[config.mk]
export PLATFORM = sky130hd
export DESIGN_NAME = terminal_escape_key_decoder
export DESIGN_NICKNAME = d
export VERILOG_FILES = /design/src/tekd_pkg.sv /design/src/terminal_escape_key_decoder.sv
export VERILOG_INCLUDE_DIRS = /design/src /design/src/src
export SDC_FILE = /design/constraint.sdc
export NUM_CORES = 1
export LEC_CHECK = 0
export BUFFER_PORTS_ARGS = -buffer_cell sky130_fd_sc_hd__buf_2
export CAP_MARGIN = 20
export CORE_ASPECT_RATIO = 1.25
export CORE_MARGIN = 2
export CORE_UTILIZATION = 30
export DETAILED_ROUTE_END_ITERATION = 10
export PLACE_DENSITY_LB_ADDON = 0.1
export SYNTH_ARGS = -nofsm -noshare
export SYNTH_HDL_FRONTEND = slang
export SYNTH_SLANG_ARGS = --single-unit
export TNS_END_PERCENT = 10
[constraint.sdc]
create_clock -name clock -period 5.7 [get_ports clock]
set_input_delay 1.425 -clock clock [delete_from_list [all_inputs] [get_ports clock]]
set_output_delay 1.425 -clock clock [all_outputs]
set_load 0.01 [all_outputs]
[src/terminal_escape_key_decoder_assert.svh]
// Assertion macros for the terminal escape key decoder.
// Expects the including module to provide clock and reset; no other dependencies.
`ifndef TERMINAL_ESCAPE_KEY_DECODER_ASSERT_SVH
`define TERMINAL_ESCAPE_KEY_DECODER_ASSERT_SVH
`ifndef SYNTHESIS
`define TEKD_ASSERT(lbl, prop) \
   lbl: assert property (@(posedge clock) disable iff (reset) (prop)) \
      else $error("tekd assertion failed");
`define TEKD_ASSERT_NEXT(lbl, ante, cons) \
   lbl: assert property (@(posedge clock) disable iff (reset) (ante) |=> (cons)) \
      else $error("tekd assertion failed");
`else
`define TEKD_ASSERT(lbl, prop)
`define TEKD_ASSERT_NEXT(lbl, ante, cons)
`endif
`endif

[src/tekd_pkg.sv]
// Package for the terminal escape key decoder: character codes, key codes,
// request codes and the result word type. No dependencies.
package tekd_pkg;

   localparam logic       REQ_BYTE = 1'b0;
   localparam logic       REQ_TICK = 1'b1;

   localparam logic [7:0] CH_NUL   = 8'h00;
   localparam logic [7:0] CH_BS    = 8'h08;
   localparam logic [7:0] CH_LF    = 8'h0A;
   localparam logic [7:0] CH_CR    = 8'h0D;
   localparam logic [7:0] CH_ESC   = 8'h1B;
   localparam logic [7:0] CH_DEL   = 8'h7F;
   localparam logic [7:0] CH_LBRK  = 8'h5B; // '['
   localparam logic [7:0] CH_O     = 8'h4F; // 'O'
   localparam logic [7:0] CH_TILDE = 8'h7E; // '~'
   localparam logic [7:0] CH_A     = 8'h41;
   localparam logic [7:0] CH_B     = 8'h42;
   localparam logic [7:0] CH_C     = 8'h43;
   localparam logic [7:0] CH_D     = 8'h44;
   localparam logic [7:0] CH_F     = 8'h46;
   localparam logic [7:0] CH_H     = 8'h48;
   localparam logic [7:0] CH_P     = 8'h50;
   localparam logic [7:0] CH_S     = 8'h53;
   localparam logic [7:0] CH_0     = 8'h30;
   localparam logic [7:0] CH_1     = 8'h31;
   localparam logic [7:0] CH_2     = 8'h32;
   localparam logic [7:0] CH_3     = 8'h33;
   localparam logic [7:0] CH_5     = 8'h35;
   localparam logic [7:0] CH_7     = 8'h37;
   localparam logic [7:0] CH_8     = 8'h38;
   localparam logic [7:0] CH_9     = 8'h39;

   localparam logic [3:0] KEY_UP    = 4'd0;
   localparam logic [3:0] KEY_DOWN  = 4'd1;
   localparam logic [3:0] KEY_LEFT  = 4'd2;
   localparam logic [3:0] KEY_RIGHT = 4'd3;
   localparam logic [3:0] KEY_HOME  = 4'd4;
   localparam logic [3:0] KEY_END   = 4'd5;
   localparam logic [3:0] KEY_F1    = 4'd6;
   localparam logic [3:0] KEY_F5    = 4'd10;
   localparam logic [3:0] KEY_F6    = 4'd11;
   localparam logic [3:0] KEY_F7    = 4'd12;
   localparam logic [3:0] KEY_F8    = 4'd13;
   localparam logic [3:0] KEY_F9    = 4'd14;
   localparam logic [3:0] KEY_F10   = 4'd15;
   localparam logic [3:0] KEY_NONE  = 4'd0;

   localparam logic [15:0] TIMEOUT_RESET = 16'd100;
   localparam logic [15:0] TICK_MAX      = 16'hFFFF;

   // Bytes after ESC that matching ever looks at from storage
   localparam int SEQ_STORE = 3;

   typedef struct packed {
      logic       is_special;
      logic [7:0] char_code;
      logic [3:0] special_key;
   } rsp_word_type;

endpackage

[src/terminal_escape_key_decoder.sv]
// Terminal escape key decoder top level: byte mapping, escape sequence
// matching, lone ESC timeout and a two-word output stage. Uses tekd_pkg.
//
// Decodes a stream of received terminal bytes and time ticks into keys. Each
// request word (a byte or one tick) is decoded against the stored escape state
// in one pass of compare logic; a resulting key word goes into the output
// register, or into its skid stage while that register is held. One request
// is accepted every cycle as long as the output register and its skid stage
// are not both full, so a stalled consumer holds off the producer only after
// two undelivered key words. CR is delivered as LF and DEL as backspace. ESC
// opens a sequence of up to BUF_LEN bytes; arrow, Home, End, F1-F10 and the
// Delete sequence produce a key, a full buffer with no match is dropped, and
// an ESC followed only by ticks reaching csr escape_timeout yields a lone ESC.
`include "terminal_escape_key_decoder_assert.svh"

module terminal_escape_key_decoder #(
   parameter int BUF_LEN = 4
) (
   input  logic        clock,
   input  logic        reset,

   input  logic        csr_wr_en,
   input  logic [15:0] csr_wr_data,

   input  logic        req_valid,
   output logic        req_ready,
   input  logic        req_type,
   input  logic [7:0]  req_rx_byte,

   output logic        rsp_valid,
   input  logic        rsp_ready,
   output logic        rsp_is_special,
   output logic [7:0]  rsp_char_code,
   output logic [3:0]  rsp_special_key
);

   localparam int CNT_W = $clog2(BUF_LEN);
   localparam logic [CNT_W:0] FULL_CNT = (CNT_W + 1)'(BUF_LEN);

   // Decoder state
   logic [15:0]      timeout_ff, timeout_in;
   logic             in_esc_ff, in_esc_in;
   logic [CNT_W-1:0] count_ff, count_in;
   logic [15:0]      elapsed_ff, elapsed_in;
   logic [7:0]       seq_ff [tekd_pkg::SEQ_STORE];

   // Output stage
   logic                   out_valid_ff, out_valid_in;
   logic                   skid_valid_ff, skid_valid_in;
   tekd_pkg::rsp_word_type out_ff, out_in;
   tekd_pkg::rsp_word_type skid_ff, skid_in;

   logic                   accept, take, push;
   logic [7:0]             ch;
   logic [CNT_W:0]         count_next;
   logic [15:0]            elapsed_inc;
   logic                   match_special, match_plain, seq_close, seq_write;
   logic [3:0]             match_key;
   tekd_pkg::rsp_word_type new_word;

   assign accept = req_valid && req_ready;
   assign take   = rsp_valid && rsp_ready;
   assign req_ready = !skid_valid_ff;

   // CR/DEL mapping happens before anything else looks at the byte
   always_comb begin
      if (req_rx_byte == tekd_pkg::CH_CR) begin
         ch = tekd_pkg::CH_LF;
      end else if (req_rx_byte == tekd_pkg::CH_DEL) begin
         ch = tekd_pkg::CH_BS;
      end else begin
         ch = req_rx_byte;
      end
   end

   assign count_next  = {1'b0, count_ff} + (CNT_W + 1)'(1);
   assign elapsed_inc = (elapsed_ff == tekd_pkg::TICK_MAX) ? elapsed_ff : elapsed_ff + 16'd1;

   // Sequence match; the byte just received is the last byte of the candidate
   always_comb begin
      match_special = 1'b0;
      match_plain   = 1'b0;
      match_key     = tekd_pkg::KEY_NONE;
      if (count_ff == CNT_W'(1)) begin
         if (seq_ff[0] == tekd_pkg::CH_LBRK) begin
            match_special = 1'b1;
            case (ch)
               tekd_pkg::CH_A: match_key = tekd_pkg::KEY_UP;
               tekd_pkg::CH_B: match_key = tekd_pkg::KEY_DOWN;
               tekd_pkg::CH_D: match_key = tekd_pkg::KEY_LEFT;
               tekd_pkg::CH_C: match_key = tekd_pkg::KEY_RIGHT;
               tekd_pkg::CH_H: match_key = tekd_pkg::KEY_HOME;
               tekd_pkg::CH_F: match_key = tekd_pkg::KEY_END;
               default:        match_special = 1'b0;
            endcase
         end else if (seq_ff[0] == tekd_pkg::CH_O
                      && (ch inside {[tekd_pkg::CH_P:tekd_pkg::CH_S]})) begin
            // P..S sit on consecutive codes starting at a multiple of four
            match_special = 1'b1;
            match_key     = tekd_pkg::KEY_F1 + {2'b00, ch[1:0]};
         end
      end else if (count_ff == CNT_W'(2)) begin
         match_plain = (seq_ff[0] == tekd_pkg::CH_LBRK) && (seq_ff[1] == tekd_pkg::CH_3)
                       && (ch == tekd_pkg::CH_TILDE);
      end else if (count_ff == CNT_W'(3)) begin
         if (seq_ff[0] == tekd_pkg::CH_LBRK && ch == tekd_pkg::CH_TILDE) begin
            if (seq_ff[1] == tekd_pkg::CH_1) begin
               match_special = 1'b1;
               case (seq_ff[2])
                  tekd_pkg::CH_5: match_key = tekd_pkg::KEY_F5;
                  tekd_pkg::CH_7: match_key = tekd_pkg::KEY_F6;
                  tekd_pkg::CH_8: match_key = tekd_pkg::KEY_F7;
                  tekd_pkg::CH_9: match_key = tekd_pkg::KEY_F8;
                  default:        match_special = 1'b0;
               endcase
            end else if (seq_ff[1] == tekd_pkg::CH_2) begin
               match_special = 1'b1;
               case (seq_ff[2])
                  tekd_pkg::CH_0: match_key = tekd_pkg::KEY_F9;
                  tekd_pkg::CH_1: match_key = tekd_pkg::KEY_F10;
                  default:        match_special = 1'b0;
               endcase
            end
         end
      end
   end

   assign seq_close = match_special || match_plain || (count_next >= FULL_CNT);

   // State update and result generation for one accepted word
   always_comb begin
      timeout_in = csr_wr_en ? csr_wr_data : timeout_ff;
      in_esc_in  = in_esc_ff;
      count_in   = count_ff;
      elapsed_in = elapsed_ff;
      seq_write  = 1'b0;
      push       = 1'b0;
      new_word   = '{is_special: 1'b0, char_code: tekd_pkg::CH_NUL,
                     special_key: tekd_pkg::KEY_NONE};
      if (accept) begin
         if (req_type == tekd_pkg::REQ_TICK) begin
            elapsed_in = elapsed_inc;
            if (in_esc_ff && count_ff == '0 && elapsed_inc >= timeout_ff) begin
               in_esc_in          = 1'b0;
               push               = 1'b1;
               new_word.char_code = tekd_pkg::CH_ESC;
            end
         end else if (!in_esc_ff) begin
            if (ch == tekd_pkg::CH_ESC) begin
               in_esc_in  = 1'b1;
               count_in   = '0;
               elapsed_in = '0;
            end else begin
               push               = 1'b1;
               new_word.char_code = ch;
            end
         end else begin
            seq_write = (count_ff < CNT_W'(tekd_pkg::SEQ_STORE));
            if (seq_close) begin
               in_esc_in = 1'b0;
               count_in  = '0;
            end else begin
               count_in  = count_next[CNT_W-1:0];
            end
            if (match_special) begin
               push                 = 1'b1;
               new_word.is_special  = 1'b1;
               new_word.special_key = match_key;
            end else if (match_plain) begin
               push               = 1'b1;
               new_word.char_code = tekd_pkg::CH_DEL;
            end
         end
      end
   end

   // Output register with a skid stage behind it
   always_comb begin
      out_valid_in  = out_valid_ff;
      skid_valid_in = skid_valid_ff;
      out_in        = out_ff;
      skid_in       = skid_ff;
      if (skid_valid_ff) begin
         if (take) begin
            out_in        = skid_ff;
            skid_valid_in = 1'b0;
         end
      end else if (out_valid_ff && !take) begin
         if (push) begin
            skid_in       = new_word;
            skid_valid_in = 1'b1;
         end
      end else begin
         out_valid_in = push;
         out_in       = new_word;
      end
   end

   always_ff @(posedge clock) begin
      if (reset) begin
         timeout_ff    <= tekd_pkg::TIMEOUT_RESET;
         in_esc_ff     <= 1'b0;
         count_ff      <= '0;
         elapsed_ff    <= '0;
         out_valid_ff  <= 1'b0;
         skid_valid_ff <= 1'b0;
      end else begin
         timeout_ff    <= timeout_in;
         in_esc_ff     <= in_esc_in;
         count_ff      <= count_in;
         elapsed_ff    <= elapsed_in;
         out_valid_ff  <= out_valid_in;
         skid_valid_ff <= skid_valid_in;
      end
   end

   always_ff @(posedge clock) begin
      out_ff  <= out_in;
      skid_ff <= skid_in;
      if (seq_write) begin
         seq_ff[count_ff[1:0]] <= ch;
      end
   end

   assign rsp_valid       = out_valid_ff;
   assign rsp_is_special  = out_ff.is_special;
   assign rsp_char_code   = out_ff.char_code;
   assign rsp_special_key = out_ff.special_key;

   // Skid word never exists without a word in the output register
   `TEKD_ASSERT(a_skid_behind_out, !skid_valid_ff || out_valid_ff)
   // Collected bytes only exist inside an open sequence
   `TEKD_ASSERT(a_count_in_seq, count_ff == '0 || in_esc_ff)
   // A sequence never stays open with a full buffer
   `TEKD_ASSERT(a_count_bound, (CNT_W + 1)'(count_ff) < FULL_CNT)
   // A byte accepted outside a sequence always produces a word or opens one
   `TEKD_ASSERT_NEXT(a_plain_byte,
      accept && req_type == tekd_pkg::REQ_BYTE && !in_esc_ff,
      rsp_valid || in_esc_ff)

endmodule
==> impl_metrics.ini, run 1 <==
[global_routing]
grt_overflow = 0
antenna_found_initial = 0
grt_pass1_vias = 3874
track_usage_pct = 16.3
grt_max_degree = 28
grt_pass1_wl_um = 20300

[place]
dp_cells = 726
dp_hpwl_um = 9610
place_ws_ns = 1.62
portBuffers = 44
place.gp.congestion = 0.831

[power_and_ir_drop]
power_frac_comb_pct = 8.0
clockPowerShare_pct = 43.3
leakagePower_nw = 2.13
p_per_area_mw_per_mm2 = 258
ir_drop_v = 0.000108
p_sw_mw = 0.336
swShare_pct = 23.8
intPower_mw = 1.08
seq_power_share_pct = 48.6

[sta]
fin_tns_setup_ns = 0
slew_viol_final = 0
worstMarginPinSlew_ns = 1.06
fmax_mhz = 238
period_minus_slack_ns = 4.19
whs_ns = 0.492
period_share_pct = 73.6
slew_headroom_pct = 28.3
timing.final.ws_setup_ns = 1.51
grt_setup_unrepaired = no
hold_viol_final = 0
fin_skew_ns = 0.00840
setup_viol = 0

[layout]
drive_above_1_share_pct = 15.1
diodes = 0
syn2layout_area_growth_pct = 15.6
nets = 577
stdcell_count = 742

[drt]
vias = 3771
drc = 0
firstDrtPassIters = 4
drt_iter0_markers = 215
viasPerCell = 5.08
avgRoutedWirePerCell_um = 17.2
ant_nets = 0
wl_um = 12700

[yosys]
yosys.area.top_type = edfxtp_1
ys.warnings.count = 0
synthFlopType = edfxtp_1
synth_seq_area_share_pct = 47.3
synth_cells = 487
synth_common_cells = edfxtp_1 (50), nor2_1 (46), nand2_1 (38)
async_flop_share_pct = 0
synth_top_area_share_pct = 31.7
synth_fp_nets = 539
yosys-top-cells-area = edfxtp_1 (32%), dfxtp_1 (16%), ha_1 (5.8%)
synth.most_common_cell = edfxtp_1
syn_area_mm2 = 0.00474
ys_types = 59
avgSynthCellArea_um2 = 9.74
synth_edf_count = 50
ys_ff_latch = 87

[worst_setup_path]
ff2ff_path_depth = 14
r2r_start = elapsed_ff[3]
crit_fanout = 13
reg2reg_to = skid_ff[1]
startpoint_type = register
crit_type = reg -> reg
setup.worst_path.end_class = register
required_ns = 5.80
cp_data_arrival_time_ns = 4.30
r2r_slack_ns = 1.51

[floorplanning]
die_h_um = 145
num_io_pins = 45
start_util_pct = 30.6
num_rows = 51
die-area_mm2 = 0.0168
die_w_um = 116
core_mm2 = 0.0155

[hold_path]
holdCritStartpoint = timeout_ff[2]
hp-class = reg -> reg
holdPathEnd = timeout_ff[2]
whs_path_depth = 2

[run_status]
status = complete, no violations

[clocking]
cts_tree = yes
numCtsBuffers = 9
cts_root_buf = clkbuf_16
cts_max_level = 3
path_clk_slew_ns = 0.07
postCtsHoldBufs = 0
insertion_delay_ns = 0.35
cts.sink_count = 87
post_cts_buffers = 0
clockBufferDepth = 2
cts_resized = 0

[job]
cap_violations = 0
## logic make-up (layout without fill, tap and decap cells)
logic type      after synthesis  after routing  synth area share (%)
flops                        87             87                  47.3
xor+xnor                     11             11                  2.03
buf+inv                      52             95                  4.38
mux                          17             17                  3.69
simple gates                190            190                  21.8
fa+ha+maj                    22             22                  5.80
compound gates              108            108                  15.0
## layout by cell type, fill, tap and decap left out, types with 11 or more instances in the layout
| cell | n |
|---|---|
| buf_2 | 44 |
| dfxtp_1 | 37 |
| nor2_1 | 46 |
| nor3_1 | 13 |
| nand3_1 | 11 |
| mux2i_1 | 13 |
| o21ai_0 | 25 |
| a21oi_1 | 24 |
| inv_1 | 31 |
| nand2_1 | 38 |
| ha_1 | 22 |
| edfxtp_1 | 50 |
| and2_1 | 13 |
## flip-flops by register name (all words and copies together), names as in the netlist, 2 cells and up
register,count
seq_ff,24
elapsed_ff,16
timeout_ff,16
skid_ff,13
rsp_char_code,8
rsp_special_key,4
count_ff,2
## how the worst max path moves through the flow
stage               slack, ns          to            from
global route             1.25  skid_ff[3]   elapsed_ff[3]
finish                   1.51  skid_ff[1]   elapsed_ff[3]
detailed placement       1.62  skid_ff[1]   elapsed_ff[3]
floorplan                0.95  skid_ff[0]  req_rx_byte[0]
CTS                      1.59  skid_ff[1]   elapsed_ff[3]
global placement         1.69  skid_ff[1]  req_rx_byte[3]
## final cells by class
class / count / area [um^2]
Fill cell: 1610 / 10000
Multi-Input combinational cell: 348 / 2300
Sequential cell: 87 / 2240
Tap cell: 212 / 265
Timing Repair Buffer: 48 / 250
Clock buffer: 11 / 243
Inverter: 31 / 116
Clock inverter: 5 / 65.1
## routing by layer
layer  vias up  wire length [um]  track usage [%]
met5         -                 0                0
met4         0               388             7.27
met3        29               528             3.60
met2       103              6620             29.5
met1      1774              5210             18.0
li1       1865                 -                -
## per-stage QoR
stage / total power, mW / instance area, um^2 / util (%)
finish: 1.41 / 5480 / 35.3
global route: 1.47 / 5480 / 35.3
CTS: 1.43 / 5480 / 35.3
detailed placement: 0.815 / 5170 / 33.4
global placement: 0.814 / 5170 / 33.4
floorplan: 0.770 / 4740 / -
## critical path: stages, from the launching register on
cell and delay (ns):
dfxtp_1 0.48, nand4_1 0.20, nor4_1 0.68, a21oi_1 0.40, nand3_1 0.30, nor2_1 0.08, xor2_1 0.14, ha_1 0.30
a21oi_1 0.15, o21ai_0 0.09, or3_1 0.31, a21o_1 0.20, nand2_1 0.30, nor4_2 0.08, buf_4 0.23
## power by group through the flow
stage	Sequential (mW)	Combinational (mW)	Clock, mW
after floorplan	0.700	0.0693	0
after global placement	0.700	0.114	0
after detailed placement	0.700	0.114	0
after CTS	0.686	0.115	0.633
after global routing	0.688	0.128	0.656
final	0.686	0.113	0.612
Power figures use the tool's default switching activity.
==> run 2: changes to the inputs <==
==> constraint.sdc (replaced) <==
create_clock -name clock -period 4.1 [get_ports clock]
set_input_delay 1.025 -clock clock [delete_from_list [all_inputs] [get_ports clock]]
set_output_delay 1.025 -clock clock [all_outputs]
set_load 0.01 [all_outputs]
==> impl_metrics.ini, run 2 (synthesis results as in run 1) <==
[layout]
syn2layout_area_growth_pct = 17.0
nets = 585
seqCellArea_mm2 = 0.00224
multi_input_area_mm2 = 0.00230
largest_reg_flops = 24
mostFrequentLayoutCells = edfxtp_1 (50), nor2_1 (46), buf_2 (44), nand2_1 (38), dfxtp_1 (37)
stdcell_count = 750
drive_above_1_share_pct = 16.5
final_common_cell = edfxtp_1
diodes = 0
num-fill-cells = 1605

[global_routing]
grt_pass1_wl_um = 19600
grt_overflow = 0
grt_pass1_vias = 3638
track_usage_pct = 15.8
antenna_found_initial = 0
grt_max_degree = 20

[worst_setup_path]
r2r_start = elapsed_ff[4]
setup.worst_path.end_class = register
startpoint_type = register
crit_type = reg -> reg
crit_end = rsp_char_code[1]
critPathLaunch = elapsed_ff[4]
ff2ff_path_depth = 13
cp_data_arrival_time_ns = 3.79
required_ns = 4.20
r2r_slack_ns = 0.41
crit_fanout = 10
reg2reg_to = rsp_char_code[1]

[power_and_ir_drop]
intPower_mw = 1.50
p_sw_mw = 0.480
power_frac_comb_pct = 8.0
p_per_area_mw_per_mm2 = 357
leakagePower_nw = 2.17
swShare_pct = 24.2
clockPowerShare_pct = 43.8
ir_drop_v = 0.000199
seq_power_share_pct = 48.1

[drt]
ant_nets = 0
vias = 3734
viasPerCell = 4.98
avgRoutedWirePerCell_um = 16.7
drt_iter0_markers = 251
firstDrtPassIters = 5
wl_um = 12500
drc = 0

[sta]
period_share_pct = 89.9
hold_viol_final = 0
fmax_mhz = 271
slew_headroom_pct = 52.7
grt_setup_unrepaired = no
setup_viol = 0
fin_skew_ns = 0.00883
worstMarginPinSlew_ns = 0.707
slew_viol_final = 0
period_minus_slack_ns = 3.69
fin_tns_setup_ns = 0

[floorplanning]
num_rows = 51
core_mm2 = 0.0155
start_util_pct = 30.6
die-area_mm2 = 0.0168
die_w_um = 116
num_io_pins = 45
die_h_um = 145

[clocking]
cts_tree = yes
cts_resized = 0
cts.sink_count = 87
postCtsHoldBufs = 0
path_clk_slew_ns = 0.07
cts_max_level = 3
clockBufferDepth = 2
post_cts_buffers = 0
numCtsBuffers = 9
cts_root_buf = clkbuf_16
insertion_delay_ns = 0.35

[place]
dp_cells = 734
portBuffers = 44
dp_hpwl_um = 9400
place.gp.congestion = 0.813

[hold_path]
hp-class = reg -> reg

[job]
cap_violations = 0

[run_status]
status = complete, no violations
==> run 2: cell types whose count changed in the layout (fill, tap and decap cells not counted), sizes merged <==
cell      before  now
buf           48   56
clkbuf        11   10
clkinv         3    1
clkinvlp       0    1
inv           32   34
==> run 2: through the flow <==
| stage | power [mW] | area, um^2 | hold slack, ns | worst slack [ns] | util, % |
|---|---|---|---|---|---|
| 5_1_grt | 2.07 | 5550 | 0.515 | 0.175 | 35.8 |
| 3_5_place_dp | 1.14 | 5230 | 0.483 | 0.456 | 33.7 |
| 4_1_cts | 2.01 | 5550 | 0.496 | 0.426 | 35.8 |
| 3_3_place_gp | 1.13 | 5230 | 0.480 | 0.531 | 33.7 |
| 6_report | 1.98 | 5550 | 0.491 | 0.413 | 35.8 |
| 2_1_floorplan | 1.07 | 4750 | 0.460 | 0.0603 | - |
==> run 2: layer usage <==
metal	vias to the layer above	GRT usage [%]	routed length, um
li1	1878	-	-
met1	1735	18.7	5320
met2	92	26.5	6190
met3	29	2.68	460
met4	0	9.77	560
met5	-	0	0
==> run 2: how the worst min path moves through the flow <==
stage                           to  cells past startpoint           start  slack, ns
floorplan           timeout_ff[10]                      2  timeout_ff[10]       0.46
detailed placement   timeout_ff[3]                      2   timeout_ff[3]       0.48
CTS                  timeout_ff[5]                      2   timeout_ff[5]       0.50
global route         timeout_ff[2]                      2   timeout_ff[2]       0.52
finish               timeout_ff[3]                      2   timeout_ff[3]       0.49
global placement     timeout_ff[4]                      2   timeout_ff[4]       0.48
==> run 2: area by class of cell <==
cell class / count / area share, %
Tap cell: 212 / 4.78
Inverter: 31 / 2.10
Sequential cell: 87 / 40.4
Multi-Input combinational cell: 348 / 41.4
Clock buffer: 10 / 4.31
Timing Repair Buffer: 56 / 5.59
Clock inverter: 6 / 1.35
==> run 2: worst max-delay path: stages (launching register included) <==
cell	delay [ns]
dfxtp_1	0.45
nand4_1	0.20
nor3_1	0.34
nor3b_1	0.34
and3_1	0.21
mux2_2	0.35
ha_1	0.30
a21oi_1	0.14
o21ai_0	0.14
or3_1	0.36
a21o_1	0.20
nand2_1	0.12
buf_4	0.19
o21ai_1	0.08
==> run 2: power groups by stage <==
stage	sequential [mW]	combinational, mW	clock (mW)
6_report	0.954	0.159	0.869
5_1_grt	0.956	0.181	0.928
4_1_cts	0.954	0.162	0.896
3_5_place_dp	0.974	0.162	0
3_3_place_gp	0.973	0.161	0
2_1_floorplan	0.974	0.0965	0
==> run 3: changes to the inputs <==
--- a/config.mk
+++ b/config.mk
@@ -6,6 +6,7 @@
 export SDC_FILE = /design/constraint.sdc
 export NUM_CORES = 1
 export LEC_CHECK = 0
+export ABC_AREA = 1
 export BUFFER_PORTS_ARGS = -buffer_cell sky130_fd_sc_hd__buf_2
 export CAP_MARGIN = 20
 export CORE_ASPECT_RATIO = 1.25
==> impl_metrics.ini, run 3 <==
[run_status]
status = complete, no violations

[worst_setup_path]
critPathBufInv = 1
cp_data_arrival_time_ns = 3.54
cpMaxStageDelayCell = dfxtp_1
r2r_slack_ns = 0.61
crit_type = reg -> reg
path_delay_family = simple AND/OR/NAND/NOR gates
ff2ff_path_depth = 19
r2r_start = elapsed_ff[0]
startpoint_type = register
crit_fanout = 13
crit_chain = ha_1 > nand3_1 > nor3_2 > nand4_1 > nand2_1 > nor2_1 > xor2_1 > ha_1 > nand2_1 > nor2_1 > nand2_1 > o211ai_1 > nand2_1 > nand3_1 > nand3_1 > a21oi_1 > nand2_2 > nor2_1 > buf_4
required_ns = 4.15
critPathLaunch = elapsed_ff[0]
cp_common_cell = nand2_1
crit_end = skid_ff[2]
worst_path_largest_cell_delay_ns = 0.38
cp.depth = 19
reg2reg_to = skid_ff[2]
setup.worst_path.end_class = register

[drt]
firstDrtPassIters = 4
vias = 3787
wl_um = 11400
avgRoutedWirePerCell_um = 13.7
drt_iter0_markers = 125
ant_nets = 0
drc = 0
viasPerCell = 4.56

[global_routing]
track_usage_pct = 14.5
grt_pass1_wl_um = 18300
grt_overflow = 0
grt_max_degree = 26
grt_pass1_vias = 3729
antenna_found_initial = 0

[yosys]
ys.warnings.count = 0
async_flop_share_pct = 0
yosys.area.top_type = edfxtp_1
ys_types = 39
yosys-top-cells-area = edfxtp_1 (32%), dfxtp_1 (16%), nand2_1 (9.7%)
synth_common_cells = nand2_1 (123), inv_1 (73), nor2_1 (55)
synth_edf_count = 50
ys_ff_latch = 87
synth_fp_nets = 618
synth.most_common_cell = nand2_1
synth_top_area_share_pct = 31.6
synth_cells = 566
synthFlopType = edfxtp_1
synth_seq_area_share_pct = 47.2
syn_area_mm2 = 0.00475
avgSynthCellArea_um2 = 8.39

[clocking]
cts_max_level = 3
postCtsHoldBufs = 0
post_cts_buffers = 0
clockBufferDepth = 2
cts.sink_count = 87
cts_tree = yes
path_clk_slew_ns = 0.06
insertion_delay_ns = 0.35
cts_root_buf = clkbuf_16
numCtsBuffers = 9

[floorplanning]
num_io_pins = 45
die_w_um = 117
num_rows = 51
die_h_um = 145
core_mm2 = 0.0156
start_util_pct = 30.5
die-area_mm2 = 0.0169

[sta]
timing.final.ws_setup_ns = 0.606
fin_tns_setup_ns = 0
slew_viol_final = 0
period_minus_slack_ns = 3.49
slew_headroom_pct = 50.6
period_share_pct = 85.2
setup_viol = 0
whs_ns = 0.473
grt_setup_unrepaired = no
worstMarginPinSlew_ns = 0.738
hold_viol_final = 0
fmax_mhz = 286
fin_skew_ns = 0.00764

[power_and_ir_drop]
swShare_pct = 24.4
p_per_area_mw_per_mm2 = 353
clockPowerShare_pct = 42.7
power_frac_comb_pct = 8.1
intPower_mw = 1.47
p_sw_mw = 0.474
leakagePower_nw = 2.35
seq_power_share_pct = 49.2
ir_drop_v = 0.000171

[layout]
multi_input_area_mm2 = 0.00216
syn2layout_area_growth_pct = 15.9
drive_above_1_share_pct = 20.1
seqCellArea_mm2 = 0.00224
nets = 665
mostFrequentLayoutCells = nand2_1 (123), inv_1 (73), nor2_1 (55), edfxtp_1 (50), buf_2 (44)
largest_reg_flops = 24
num-fill-cells = 1688
final_common_cell = nand2_1
diodes = 0

[place]
portBuffers = 44
place.gp.congestion = 0.787
place_ws_ns = 0.468
dp_hpwl_um = 8660

[hold_path]
hp-class = reg -> reg
whs_path_depth = 2

[job]
cap_violations = 0
run 3: through the flow:
step	utilization (%)	instance area [um^2]	cells	power, mW
final	35.4	5510	830	1.95
after global routing	35.4	5510	830	2.02
after CTS	35.3	5500	830	1.97
after detailed placement	33.4	5200	814	1.14
after global placement	33.4	5200	814	1.13
after floorplan	-	4750	566	1.07
run 3: final cells by class:
cell class	count	area share [%]
Multi-Input combinational cell	390	39.3
Inverter	77	5.25
Tap cell	212	4.82
Clock buffer	9	4.09
Sequential cell	87	40.7
Timing Repair Buffer	48	4.54
Clock inverter	7	1.30
run 3: repair_timing:
| item | CTS | global route |
|---|---|---|
| resized for setup | 0 | 1 |
| setup endpoints to repair | 0 | 13 |
| endpoints found under the hold margin | 0 | 0 |
run 3: power by group through the flow:
stage | clock network, mW | logic, mW | registers, mW
after floorplan | 0 | 0.0923 | 0.980
after global placement | 0 | 0.158 | 0.976
after detailed placement | 0 | 0.159 | 0.976
after CTS | 0.856 | 0.160 | 0.957
after global routing | 0.878 | 0.182 | 0.959
final | 0.831 | 0.157 | 0.957
run 3: worst min-delay path by stage:
stage                        start        endpoint  slack [ns]
floorplan           timeout_ff[15]  timeout_ff[15]        0.43
global placement     timeout_ff[5]   timeout_ff[5]        0.46
detailed placement   timeout_ff[1]   timeout_ff[1]        0.47
CTS                  timeout_ff[1]   timeout_ff[1]        0.48
global route        timeout_ff[12]  timeout_ff[12]        0.49
finish              timeout_ff[10]  timeout_ff[10]        0.47
run 3: logic make-up after synthesis:
group | synth area share [%]
adders and majority gates | 5.79
AOI/OAI and AO/OA | 11.9
and+or+nand+nor | 25.3
buffers and inverters | 7.37
DFF | 47.2
xor gates and xnor gates | 2.40
run 3: routing by layer:
metal,track usage (%),up-vias,wire [um]
li1,-,1965,-
met1,15.3,1738,4590
met2,27.0,63,6150
met3,2.67,21,295
met4,7.74,0,335
met5,0,-,0
run 3: worst reg2reg max path: stages, from the launching register on:
cell and delay, ns:
dfxtp_1 0.38, ha_1 0.20, nand3_1 0.14, nor3_2 0.24, nand4_1 0.29, nand2_1 0.19
nor2_1 0.08, xor2_1 0.16, ha_1 0.29, nand2_1 0.05, nor2_1 0.13, nand2_1 0.07
o211ai_1 0.10, nand2_1 0.07, nand3_1 0.08, nand3_1 0.08, a21oi_1 0.22, nand2_2 0.11
nor2_1 0.10, buf_4 0.22
